### src/rtl/pidmpc_pkg.sv
// Shared types, constants and the control-store contents of the PID position controller.
// No dependencies; used by pid_motor_position_controller.
package pidmpc_pkg;

  localparam int unsigned US_PER_S = 1000000;
  localparam logic [19:0] MILLION  = 20'(US_PER_S);

  localparam logic [15:0] PGAIN_RST = 16'd256;
  localparam logic [15:0] DGAIN_RST = 16'd0;
  localparam logic [15:0] IGAIN_RST = 16'd0;
  localparam logic [7:0]  LIMIT_RST = 8'd255;

  localparam logic [1:0] REG_PGAIN = 2'd0;
  localparam logic [1:0] REG_DGAIN = 2'd1;
  localparam logic [1:0] REG_IGAIN = 2'd2;
  localparam logic [1:0] REG_LIMIT = 2'd3;

  localparam int          STEP_W    = 4;
  localparam logic [3:0]  STEP_LAST = 4'd15;

  // divider double-steps minus one: 38-, 64- and 36-bit quotients
  localparam int          DIV_CNT_W    = 5;
  localparam logic [4:0]  DIV_IT_RATE  = 5'd18;
  localparam logic [4:0]  DIV_IT_INTEG = 5'd31;
  localparam logic [4:0]  DIV_IT_IREM  = 5'd17;

  typedef enum logic [1:0] {
    S_IDLE = 2'b01,
    S_RUN  = 2'b10
  } seq_state_t;

  typedef enum logic [2:0] {
    MA_ERR, MA_DIFF, MA_PGAIN, MA_DGAIN, MA_IGAIN
  } mul_a_t;

  typedef enum logic [2:0] {
    MB_DT, MB_MILLION, MB_ERR, MB_QLO, MB_QHI, MB_REM
  } mul_b_t;

  typedef enum logic [1:0] {
    DL_NONE, DL_RATE, DL_INTEG, DL_IREM
  } div_ld_t;

  typedef enum logic [2:0] {
    AC_NONE, AC_CLR, AC_LO, AC_HI, AC_DIV
  } acc_op_t;

  typedef enum logic [1:0] {
    SG_ERR, SG_DIFF, SG_INTEG
  } sgn_t;

  typedef enum logic [1:0] {
    JC_NEXT, JC_WAIT, JC_DONE
  } jmp_t;

  typedef struct packed {
    mul_a_t  ma;
    mul_b_t  mb;
    logic    mul_en;
    div_ld_t dl;
    acc_op_t ac;
    sgn_t    sg;
    logic    integ_upd;
    jmp_t    jc;
  } uop_t;

  localparam uop_t UOP_NOP = '{
    ma: MA_ERR, mb: MB_DT, mul_en: 1'b0, dl: DL_NONE,
    ac: AC_NONE, sg: SG_ERR, integ_upd: 1'b0, jc: JC_NEXT
  };

  function automatic uop_t ucode(input logic [STEP_W-1:0] step);
    uop_t u;
    u = UOP_NOP;
    case (step)
      4'd0: begin
        u.ma = MA_ERR;   u.mb = MB_DT;      u.mul_en = 1'b1; u.ac = AC_CLR;
      end
      4'd1: begin
        u.integ_upd = 1'b1;
        u.ma = MA_DIFF;  u.mb = MB_MILLION; u.mul_en = 1'b1;
      end
      4'd2: begin
        u.dl = DL_RATE;
        u.ma = MA_PGAIN; u.mb = MB_ERR;     u.mul_en = 1'b1;
      end
      4'd3: begin
        u.ac = AC_LO;    u.sg = SG_ERR;
      end
      4'd4: begin
        u.jc = JC_WAIT;
      end
      4'd5: begin
        u.ma = MA_DGAIN; u.mb = MB_QLO;     u.mul_en = 1'b1;
      end
      4'd6: begin
        u.ma = MA_DGAIN; u.mb = MB_QHI;     u.mul_en = 1'b1;
        u.ac = AC_LO;    u.sg = SG_DIFF;
      end
      4'd7: begin
        u.ac = AC_HI;    u.sg = SG_DIFF;    u.dl = DL_INTEG;
      end
      4'd8: begin
        u.jc = JC_WAIT;
      end
      4'd9: begin
        u.ma = MA_IGAIN; u.mb = MB_QLO;     u.mul_en = 1'b1;
      end
      4'd10: begin
        u.ma = MA_IGAIN; u.mb = MB_QHI;     u.mul_en = 1'b1;
        u.ac = AC_LO;    u.sg = SG_INTEG;
      end
      4'd11: begin
        u.ma = MA_IGAIN; u.mb = MB_REM;     u.mul_en = 1'b1;
        u.ac = AC_HI;    u.sg = SG_INTEG;
      end
      4'd12: begin
        u.dl = DL_IREM;
      end
      4'd13: begin
        u.jc = JC_WAIT;
      end
      4'd14: begin
        u.ac = AC_DIV;   u.sg = SG_INTEG;
      end
      4'd15: begin
        u.jc = JC_DONE;
      end
      default: begin
        u = UOP_NOP;
      end
    endcase
    return u;
  endfunction

endpackage

### src/rtl/pid_motor_position_controller.sv
// PID position controller: microcoded sequencer, 17x24 multiplier, radix-4 divider.
// Depends on pidmpc_pkg (control store, codes, reset values).
//
// One item is one control tick. The block forms error = target - position, adds error * dt
// to a saturating 64-bit integral, and sums P, D (error slope per second) and I terms
// weighted by unsigned Q8.8 gains; the result is the truncated magnitude of the sum in
// whole units, clamped to power_limit, plus a direction bit. A new item is accepted only
// while idle, after the previous item's program has ended; its last step holds until the
// output register is free. The one shared divider yields two quotient bits per cycle
// for the 38-bit slope quotient, the 64-bit integral split by one million and the
// 36-bit integral remainder term; the 16-step control program sequences it and the
// multiplier. Gains and the limit sit on an APB port at byte addresses 0, 4, 8 and 12.
module pid_motor_position_controller (
  input  logic               clk,
  input  logic               rst_n,
  input  logic               in_valid,
  output logic               in_ready,
  input  logic signed [15:0] in_measured_position,
  input  logic signed [15:0] in_target_position,
  input  logic [19:0]        in_elapsed_us,
  output logic               out_valid,
  input  logic               out_ready,
  output logic [7:0]         out_drive_power,
  output logic               out_reverse,
  input  logic               psel,
  input  logic               penable,
  input  logic               pwrite,
  input  logic [3:0]         paddr,
  input  logic [31:0]        pwdata,
  output logic [31:0]        prdata,
  output logic               pready
);

  // configuration
  logic [15:0] pgain_r, dgain_r, igain_r;
  logic [7:0]  power_limit_r;
  logic        cfg_wr;

  // sequencer
  pidmpc_pkg::seq_state_t            seq_r, seq_nxt;
  logic [pidmpc_pkg::STEP_W-1:0]     step_r, step_nxt;
  pidmpc_pkg::uop_t                  uop;
  logic                              in_acc, done;

  // tick operands and state
  logic signed [16:0] err_r, last_err_r;
  logic signed [17:0] diff_r;
  logic [19:0]        dt_r;
  logic [15:0]        err_mag;
  logic [16:0]        diff_mag;
  logic signed [63:0] integ_r, integ_nxt;
  logic signed [64:0] isum, iterm;

  // multiplier
  logic [16:0] mx;
  logic [23:0] my;
  logic [40:0] prod_r;

  // divider
  logic [63:0]                       div_q_r, div_q_nxt;
  logic [19:0]                       div_rem_r, div_rem_nxt, div_d_r, div_d_nxt;
  logic                              div_busy_r, div_busy_nxt;
  logic [pidmpc_pkg::DIV_CNT_W-1:0]  div_cnt_r, div_cnt_nxt;
  logic [20:0]                       dv_r1, dv_r2;
  logic [19:0]                       dv_s1, dv_s2;
  logic                              dv_g1, dv_g2;

  // accumulator and result
  logic signed [63:0] acc_r, acc_nxt;
  logic [63:0]        tm, s_mag;
  logic               tneg;
  logic               out_valid_r;
  logic [7:0]         drive_r, drive_nxt;
  logic               rev_r;

  // ---------------- configuration port
  assign pready = 1'b1;
  assign cfg_wr = psel & penable & pwrite;

  always_ff @(posedge clk) begin
    if (!rst_n) begin
      pgain_r       <= pidmpc_pkg::PGAIN_RST;
      dgain_r       <= pidmpc_pkg::DGAIN_RST;
      igain_r       <= pidmpc_pkg::IGAIN_RST;
      power_limit_r <= pidmpc_pkg::LIMIT_RST;
    end else if (cfg_wr) begin
      case (paddr[3:2])
        pidmpc_pkg::REG_PGAIN: pgain_r       <= pwdata[15:0];
        pidmpc_pkg::REG_DGAIN: dgain_r       <= pwdata[15:0];
        pidmpc_pkg::REG_IGAIN: igain_r       <= pwdata[15:0];
        pidmpc_pkg::REG_LIMIT: power_limit_r <= pwdata[7:0];
        default: ;
      endcase
    end
  end

  always_comb begin
    case (paddr[3:2])
      pidmpc_pkg::REG_PGAIN: prdata = {16'd0, pgain_r};
      pidmpc_pkg::REG_DGAIN: prdata = {16'd0, dgain_r};
      pidmpc_pkg::REG_IGAIN: prdata = {16'd0, igain_r};
      pidmpc_pkg::REG_LIMIT: prdata = {24'd0, power_limit_r};
      default:               prdata = '0;
    endcase
  end

  // ---------------- sequencer
  assign in_ready = (seq_r == pidmpc_pkg::S_IDLE);
  assign in_acc   = in_valid & in_ready;
  assign uop      = pidmpc_pkg::ucode(step_r);
  assign done     = (seq_r == pidmpc_pkg::S_RUN) && (uop.jc == pidmpc_pkg::JC_DONE) &&
                    (!out_valid_r || out_ready);

  always_comb begin
    seq_nxt  = seq_r;
    step_nxt = step_r;
    case (seq_r)
      pidmpc_pkg::S_IDLE: begin
        if (in_acc) begin
          seq_nxt  = pidmpc_pkg::S_RUN;
          step_nxt = '0;
        end
      end
      pidmpc_pkg::S_RUN: begin
        case (uop.jc)
          pidmpc_pkg::JC_NEXT: step_nxt = step_r + 1'b1;
          pidmpc_pkg::JC_WAIT: if (!div_busy_r) step_nxt = step_r + 1'b1;
          pidmpc_pkg::JC_DONE: if (done) seq_nxt = pidmpc_pkg::S_IDLE;
          default: ;
        endcase
      end
      default: seq_nxt = pidmpc_pkg::S_IDLE;
    endcase
  end

  always_ff @(posedge clk) begin
    if (!rst_n) begin
      seq_r  <= pidmpc_pkg::S_IDLE;
      step_r <= '0;
    end else begin
      seq_r  <= seq_nxt;
      step_r <= step_nxt;
    end
  end

  // ---------------- tick capture and error state
  always_ff @(posedge clk) begin
    if (in_acc) begin
      err_r  <= 17'({in_target_position[15], in_target_position}
                  - {in_measured_position[15], in_measured_position});
      diff_r <= {in_target_position[15], in_target_position[15], in_target_position}
              - {in_measured_position[15], in_measured_position[15], in_measured_position}
              - {last_err_r[16], last_err_r};
      dt_r   <= in_elapsed_us;
    end
  end

  assign err_mag  = err_r[16] ? 16'(-err_r) : err_r[15:0];
  assign diff_mag = diff_r[17] ? 17'(-diff_r) : diff_r[16:0];

  always_comb begin
    iterm = {29'd0, prod_r[35:0]};
    if (err_r[16]) iterm = -iterm;
    isum = {integ_r[63], integ_r} + iterm;
    if (isum[64] != isum[63])
      integ_nxt = isum[64] ? {1'b1, 63'd0} : {1'b0, {63{1'b1}}};
    else
      integ_nxt = isum[63:0];
  end

  always_ff @(posedge clk) begin
    if (!rst_n) begin
      last_err_r <= '0;
      integ_r    <= '0;
    end else begin
      if (uop.integ_upd && seq_r == pidmpc_pkg::S_RUN) integ_r <= integ_nxt;
      if (done) last_err_r <= err_r;
    end
  end

  // ---------------- multiplier, registered product
  always_comb begin
    case (uop.ma)
      pidmpc_pkg::MA_ERR:   mx = {1'b0, err_mag};
      pidmpc_pkg::MA_DIFF:  mx = diff_mag;
      pidmpc_pkg::MA_PGAIN: mx = {1'b0, pgain_r};
      pidmpc_pkg::MA_DGAIN: mx = {1'b0, dgain_r};
      pidmpc_pkg::MA_IGAIN: mx = {1'b0, igain_r};
      default:              mx = '0;
    endcase
    case (uop.mb)
      pidmpc_pkg::MB_DT:      my = {4'd0, dt_r};
      pidmpc_pkg::MB_MILLION: my = {4'd0, pidmpc_pkg::MILLION};
      pidmpc_pkg::MB_ERR:     my = {8'd0, err_mag};
      pidmpc_pkg::MB_QLO:     my = div_q_r[23:0];
      pidmpc_pkg::MB_QHI:     my = div_q_r[47:24];
      pidmpc_pkg::MB_REM:     my = {4'd0, div_rem_r};
      default:                my = '0;
    endcase
  end

  always_ff @(posedge clk) begin
    if (uop.mul_en) prod_r <= 41'(mx) * 41'(my);
  end

  // ---------------- divider: restoring, two quotient bits per cycle, dividend left-aligned
  always_comb begin
    dv_r1 = {div_rem_r, div_q_r[63]};
    dv_g1 = dv_r1 >= {1'b0, div_d_r};
    dv_s1 = dv_g1 ? 20'(dv_r1 - {1'b0, div_d_r}) : dv_r1[19:0];
    dv_r2 = {dv_s1, div_q_r[62]};
    dv_g2 = dv_r2 >= {1'b0, div_d_r};
    dv_s2 = dv_g2 ? 20'(dv_r2 - {1'b0, div_d_r}) : dv_r2[19:0];

    div_q_nxt    = div_q_r;
    div_rem_nxt  = div_rem_r;
    div_d_nxt    = div_d_r;
    div_busy_nxt = div_busy_r;
    div_cnt_nxt  = div_cnt_r;

    if (seq_r == pidmpc_pkg::S_RUN && uop.dl != pidmpc_pkg::DL_NONE) begin
      div_rem_nxt  = '0;
      div_busy_nxt = 1'b1;
      div_d_nxt    = pidmpc_pkg::MILLION;
      case (uop.dl)
        pidmpc_pkg::DL_RATE: begin
          div_q_nxt   = {prod_r[37:0], 26'd0};
          div_d_nxt   = (dt_r == '0) ? 20'd1 : dt_r;
          div_cnt_nxt = pidmpc_pkg::DIV_IT_RATE;
        end
        pidmpc_pkg::DL_INTEG: begin
          div_q_nxt   = integ_r[63] ? 64'(-integ_r) : integ_r;
          div_cnt_nxt = pidmpc_pkg::DIV_IT_INTEG;
        end
        pidmpc_pkg::DL_IREM: begin
          div_q_nxt   = {prod_r[35:0], 28'd0};
          div_cnt_nxt = pidmpc_pkg::DIV_IT_IREM;
        end
        default: ;
      endcase
    end else if (div_busy_r) begin
      div_q_nxt   = {div_q_r[61:0], dv_g1, dv_g2};
      div_rem_nxt = dv_s2;
      if (div_cnt_r == '0) div_busy_nxt = 1'b0;
      else                 div_cnt_nxt  = div_cnt_r - 1'b1;
    end
  end

  always_ff @(posedge clk) begin
    if (!rst_n) begin
      div_busy_r <= 1'b0;
      div_cnt_r  <= '0;
    end else begin
      div_busy_r <= div_busy_nxt;
      div_cnt_r  <= div_cnt_nxt;
    end
  end

  always_ff @(posedge clk) begin
    div_q_r   <= div_q_nxt;
    div_rem_r <= div_rem_nxt;
    div_d_r   <= div_d_nxt;
  end

  // ---------------- signed accumulator of magnitude terms
  always_comb begin
    case (uop.sg)
      pidmpc_pkg::SG_ERR:   tneg = err_r[16];
      pidmpc_pkg::SG_DIFF:  tneg = diff_r[17];
      pidmpc_pkg::SG_INTEG: tneg = integ_r[63];
      default:              tneg = 1'b0;
    endcase
    case (uop.ac)
      pidmpc_pkg::AC_LO:  tm = {23'd0, prod_r};
      pidmpc_pkg::AC_HI:  tm = {prod_r[39:0], 24'd0};
      pidmpc_pkg::AC_DIV: tm = div_q_r;
      default:            tm = '0;
    endcase
    case (uop.ac)
      pidmpc_pkg::AC_CLR: acc_nxt = '0;
      pidmpc_pkg::AC_LO,
      pidmpc_pkg::AC_HI,
      pidmpc_pkg::AC_DIV: acc_nxt = tneg ? acc_r - $signed(tm) : acc_r + $signed(tm);
      default:            acc_nxt = acc_r;
    endcase
  end

  always_ff @(posedge clk) begin
    if (seq_r == pidmpc_pkg::S_RUN) acc_r <= acc_nxt;
  end

  // ---------------- result register
  assign s_mag     = acc_r[63] ? (64'd0 - acc_r) : acc_r;
  assign drive_nxt = ((|s_mag[63:16]) || (s_mag[15:8] > power_limit_r)) ?
                     power_limit_r : s_mag[15:8];

  always_ff @(posedge clk) begin
    if (!rst_n) begin
      out_valid_r <= 1'b0;
    end else if (done) begin
      out_valid_r <= 1'b1;
    end else if (out_ready) begin
      out_valid_r <= 1'b0;
    end
  end

  always_ff @(posedge clk) begin
    if (done) begin
      drive_r <= drive_nxt;
      rev_r   <= acc_r[63];
    end
  end

  assign out_valid       = out_valid_r;
  assign out_drive_power = drive_r;
  assign out_reverse     = rev_r;

  // ---------------- checks
  a_div_idle: assert property (@(posedge clk) disable iff (!rst_n)
    seq_r == pidmpc_pkg::S_IDLE |-> !div_busy_r)
    else $error("divider busy while sequencer idle");

  a_accept_start: assert property (@(posedge clk) disable iff (!rst_n)
    in_valid && in_ready |=> seq_r == pidmpc_pkg::S_RUN && step_r == '0)
    else $error("accepted item did not start program");

  a_result_end: assert property (@(posedge clk) disable iff (!rst_n)
    $rose(out_valid) |-> $past(step_r) == pidmpc_pkg::STEP_LAST)
    else $error("result raised outside last step");

  a_clamp: assert property (@(posedge clk) disable iff (!rst_n)
    out_valid |-> out_drive_power <= power_limit_r)
    else $error("drive power above limit");

endmodule
### config.mk
export PLATFORM = sky130hd
export DESIGN_NAME = pid_motor_position_controller
export DESIGN_NICKNAME = d
export VERILOG_FILES = /design/src/rtl/pidmpc_pkg.sv /design/src/rtl/pid_motor_position_controller.sv
export SDC_FILE = /design/constraint.sdc
export NUM_CORES = 2
export LEC_CHECK = 0
export ABC_CLOCK_PERIOD_IN_PS = 14900
export BUFFER_PORTS_ARGS = -buffer_cell sky130_fd_sc_hd__buf_2
export CELL_PAD_IN_SITES_DETAIL_PLACEMENT = 0
export CELL_PAD_IN_SITES_GLOBAL_PLACEMENT = 1
export CORE_MARGIN = 2
export CORE_UTILIZATION = 45
export CTS_CLUSTER_DIAMETER = 30
export DETAILED_ROUTE_END_ITERATION = 12
export GPL_ROUTABILITY_DRIVEN = 0
export PLACE_DENSITY = 0.85
export SYNTH_ARGS = -nofsm -noshare
export SYNTH_HDL_FRONTEND = slang
export SYNTH_SLANG_ARGS = --single-unit
### constraint.sdc
create_clock -name clk -period 14.9 [get_ports clk]
set_input_delay 2.98 -clock clk [delete_from_list [all_inputs] [get_ports clk]]
set_output_delay 2.98 -clock clk [all_outputs]
set_load 0.05 [all_outputs]
# After elaboration in Yosys (flattened, before gate mapping)
# Index checks and enable logic that the tools add are counted.
# classes
add_sub_neg,15
mul,1
order_cmp,3
n_eq_ne,48
muxes,44
n_bitwise,4
n_reduce_logical,37
# op_table
op,count
two-way mux 64 bit,7
one-hot mux 64 bit (3 select lines),2
one-hot mux 24 bit (6 select lines),1
one-hot mux 32 bit (4 select lines),1
one-hot mux 64 bit (2 select lines),1
one-hot mux 17 bit (5 select lines),1
adder 65 bit,1
two-way mux 65 bit,1
negator 36 -> 65 bit,1
adder 64 bit,1
negator 64 bit,1
subtractor 1 x 64 -> 64 bit (first input constant),1
subtractor 64 bit,1
two-way mux 20 bit,3
one-hot mux 7 bit (8 select lines),1
OR reduction 48 bit,1
greater-or-equal comparator 21 x 20 -> 1 bit,2
multiplier 17 x 24 -> 41 bit,1
subtractor 20 bit,2
subtractor 16 x 16 -> 17 bit,2
== test 4 bit (second input constant),8
logical NOT 20 bit,1
== test 3 x 2 -> 1 bit (second input constant),6
subtractor 17 x 17 -> 18 bit,1
46 further kinds,104
# word_totals
regBits,423
input_bits,95
output_inout_bits,44
word_cells,174

# Logic depth before layout (Yosys ltp)
# depth
depth_word,9
depth_mapped,37
mapped_depth_nobuf,35

# Least setup slack after synthesis
# Ideal clock, no wire load.
# synth_path
path_type,register -> register
startpoint,reg step_r[0] (netlist name)
endpoint,reg prod_r[37] (data pin)
setup_time_ns,0.258
arrival_time_ns,8.566
required_ns,14.642
setup_slack_ns,6.076
stages_incl_launch_ff,35
n_path_buf,4
period_less_slack_ns,8.824
cell_sequence,dfxtp_1 inv_1 ha_1 clkbuf_1 clkbuf_1 nor2_1 o22a_1 nor3_1 clkbuf_1 nand2_1 o211ai_1 clkbuf_1 nand2_1 fa_1 inv_1 fa_1 fa_1 fa_1 fa_1 inv_1 fa_1 inv_1 ha_1 a21o_1 a21o_1 a21oi_1 o21ai_0 a2111oi_0 nor2_1 o41ai_1 o211ai_1 o311a_1 a21o_1 a21oi_1 xnor2_1
# synth_via
elab_chain_cells,5
elab_cells_between_ends,23
classes_between,1 x mul; 16 x eq/ne; 3 x mux; 3 x reduce/logical
# synth_lines
item,line,source
start: declaration,pid_motor_position_controller.sv:41,"logic [pidmpc_pkg::STEP_W-1:0] step_r, step_nxt;"
start signal: assignment,pid_motor_position_controller.sv:142,step_r <= step_nxt;
== test 4 bit (tied with other cells),pidmpc_pkg.sv:75,case (step)
one-hot mux 7 bit (8 select lines) (*),pidmpc_pkg.sv:75,
== test 3 bit (tied with other cells),pid_motor_position_controller.sv:191,case (uop.mb)
one-hot mux 24 bit (6 select lines) / one-hot mux 17 bit (5 select lines) (equally long branches),"pid_motor_position_controller.sv:191, pid_motor_position_controller.sv:183",
multiplier 17 x 24 -> 41 bit (*),pid_motor_position_controller.sv:203,if (uop.mul_en) prod_r <= 41'(mx) * 41'(my);
end signal: assignment,pid_motor_position_controller.sv:203,
end: declaration,pid_motor_position_controller.sv:57,logic [40:0] prod_r;
# Every way passes the cells marked *; elsewhere a longest branch is shown, timed or not.
# A chain may end at the register's enable or synchronous reset.

# Worst setup path in the final report
# Ends and elaborated chain as after synthesis.

==> metrics <==
Final Hold Vio Count 0; WHS Path Cells 2; CTS Buf Count 132; RSZ-0062 raised after global routing false; CP Capture Type register; initial antenna violation count 6; overall die height 332.0 um; Mapped Area around 0.048 mm^2; Antenna Nets Post-Route 0; worst-path fanout max 27; worst min path class register to register; CP max-delay cell a222oi_1; total I/O pin count between 100 and 150; grt total ovfl 0; ratio of cells with drive above 1 in the final layout 0.08179; Critical Path Start Type register; Top FF cell, synth edfxtp_1; Avg Cell Area, Syn between 8 and 9 um^2; EDFF count, synth 253; largest net degree at the start of global routing slightly above 90; H-tree levels 4; DP HPWL around 120 mm; Port Buffers just over 100; Post-route DRC 0; worst r2r src step_r[0]; Yosys warning count 0; WL per Instance ~22 um; Synth area leaders edfxtp_1, fa_1, ha_1; Layout area overhead 13.04%; CP max stage delay 1.04 ns; Synth Register Bits between 400 and 500; Final #Nets approximately 6600; Worst-Margin Slew around 1.2 ns; TritonCTS clock tree yes; Bufs on Longest Clock Path 3; Tmin final 10.39 ns; reg-to-reg endpoint prod_r[37]; Final Max Slew Viols 0; max_cap viols 0; Netlist cell types between 80 and 90; sequential fraction of the synthesis area 0.2273; crit path kind register to register; DRT Pass-1 Iters 10; die width between 300 and 400 um; vias post-DR around 44000; DR iter-0 viols around 5100; top-area cell type share of the netlist area 0.1570; Routed WL between 150 and 200 mm; Crit path required time roughly 15 ns; Clock Pin Slew Worst Setup and Hold Paths about 0.04 ns; Clock Tree Root clkbuf_16; number of setup buffers added after CTS 0; Yosys top cell by area edfxtp_1; Slew HR 0.1621; FFs w/ async S/R, synth 0; Starting Density 0.4528; DR vias/cell ~6; skew final around 0.035 ns; gate count of the mapped netlist 5800; first-pass GRT wire length ~250 mm; critical path startpoint step_r[0]; min-delay src last_err_r[11]; core box area about 0.11 mm^2; post_cts resized 0; most common cell after layout, fill and taps aside nand2_1; Tot GR Track Use 0.2869; Hold Buf Count CTS 0; status finished, final reports clean; clk_lat worst skew between 0.7 and 0.8 ns; # rows between 100 and 150; most frequent cells in the layout nand2_1, inv_1, nor2_1; count of endpoints failing setup in the final report 0; vias in the first global route about 43000; TNS Setup 0 ns; CP arrival 10.84 ns; R2R depth 31; Die ar. 0.1102 mm^2; R2R Setup Slk about 4.5 ns; fmax about 96 MHz; Clock Sinks 423; period utilization 0.6973; hold path endpoint last_err_r[11]
## synth_stat cells, types with 80 or more instances
master	n
dfxtp_1	170
nor3_1	80
nand2_1	738
edfxtp_1	253
fa_1	351
a21o_1	135
o21ai_0	387
a21boi_0	85
xnor2_1	208
ha_1	336
and2_1	80
xor2_1	196
nand3_1	87
inv_1	602
nor2_1	400
clkbuf_1	279
a21oi_1	327
## metal layers
metal / routed length (um) / GRT usage / up-vias / share of wire
met5: 64 / 0 / - / 0.00040
met4: 7605 / 0.1272 / 10 / 0.047
met3: 17310 / 0.06918 / 406 / 0.11
met2: 68480 / 0.4284 / 2262 / 0.43
met1: 67140 / 0.3935 / 21340 / 0.42
li1: - / - / 20212 / -
## state kept, by name, indices dropped and copies added (netlist names), 4 cells and up
name / cells
acc_r: 64
dgain_r: 16
diff_r: 18
div_cnt_r: 5
div_d_r: 20
div_q_r: 64
div_rem_r: 20
dt_r: 20
err_r: 17
igain_r: 16
integ_r: 64
last_err_r: 17
out_drive_power: 8
pgain_r: 16
power_limit_r: 8
prod_r: 41
step_r: 4
## critical path: cells and delay by family (launching register included)
kind	cells	cell delay [ns]
compound gates	11	3.65
buf+inv	7	0.73
fa+ha+maj	8	3.71
simple gates	4	1.57
xor+xnor	1	0.08
flops	1	0.39
## cells by family after synthesis
| kind of cell | share of synthesized area |
|---|---|
| flops | 0.2273 |
| compound gates | 0.2008 |
| buf+inv | 0.07471 |
| mux | 0.01543 |
| fa+ha+maj | 0.2453 |
| other cells | 0.0001552 |
| xor+xnor | 0.07367 |
| simple gates | 0.1627 |
## through the flow
| step | util | setup slack [ns] | cells | hold slack [ns] | cell area [um^2] |
|---|---|---|---|---|---|
| 4_1_cts | 0.5117 | 4.715 | 7333 | 0.4627 | 54700 |
| 6_report | 0.5118 | 4.510 | 7336 | 0.4610 | 54710 |
| 2_1_floorplan | - | 6.076 | 5832 | 0.4375 | 48520 |
| 5_1_grt | 0.5117 | 3.974 | 7333 | 0.4785 | 54700 |
| 3_3_place_gp | 0.4694 | 4.889 | 7090 | 0.4510 | 50180 |
| 3_5_place_dp | 0.4694 | 4.814 | 7090 | 0.4574 | 50180 |
## area by class of cell
cell class                 count  area [um^2]
fill                       10081        52190
multi-input combinational   4478        34040
sequential                   423        11000
clock buffer                 166         3562
inverter                     604         2267
tap                         1403         1755
timing repair buffer         182         1111
clock inverter                77        962.2
antenna                        3        7.507
## worst max path at each step
stage / endpoint / slack, ns / depth (start not counted)
3_5_place_dp: prod_r[37] / 4.81 / 31
3_3_place_gp: prod_r[37] / 4.89 / 34
2_1_floorplan: prod_r[37] / 6.08 / 34
5_1_grt: prod_r[37] / 3.97 / 34
4_1_cts: prod_r[37] / 4.71 / 34
6_report: prod_r[37] / 4.51 / 31
Power is not shown: default switching activity piles up to over one toggle a cycle in this logic, so the estimate is an artifact.
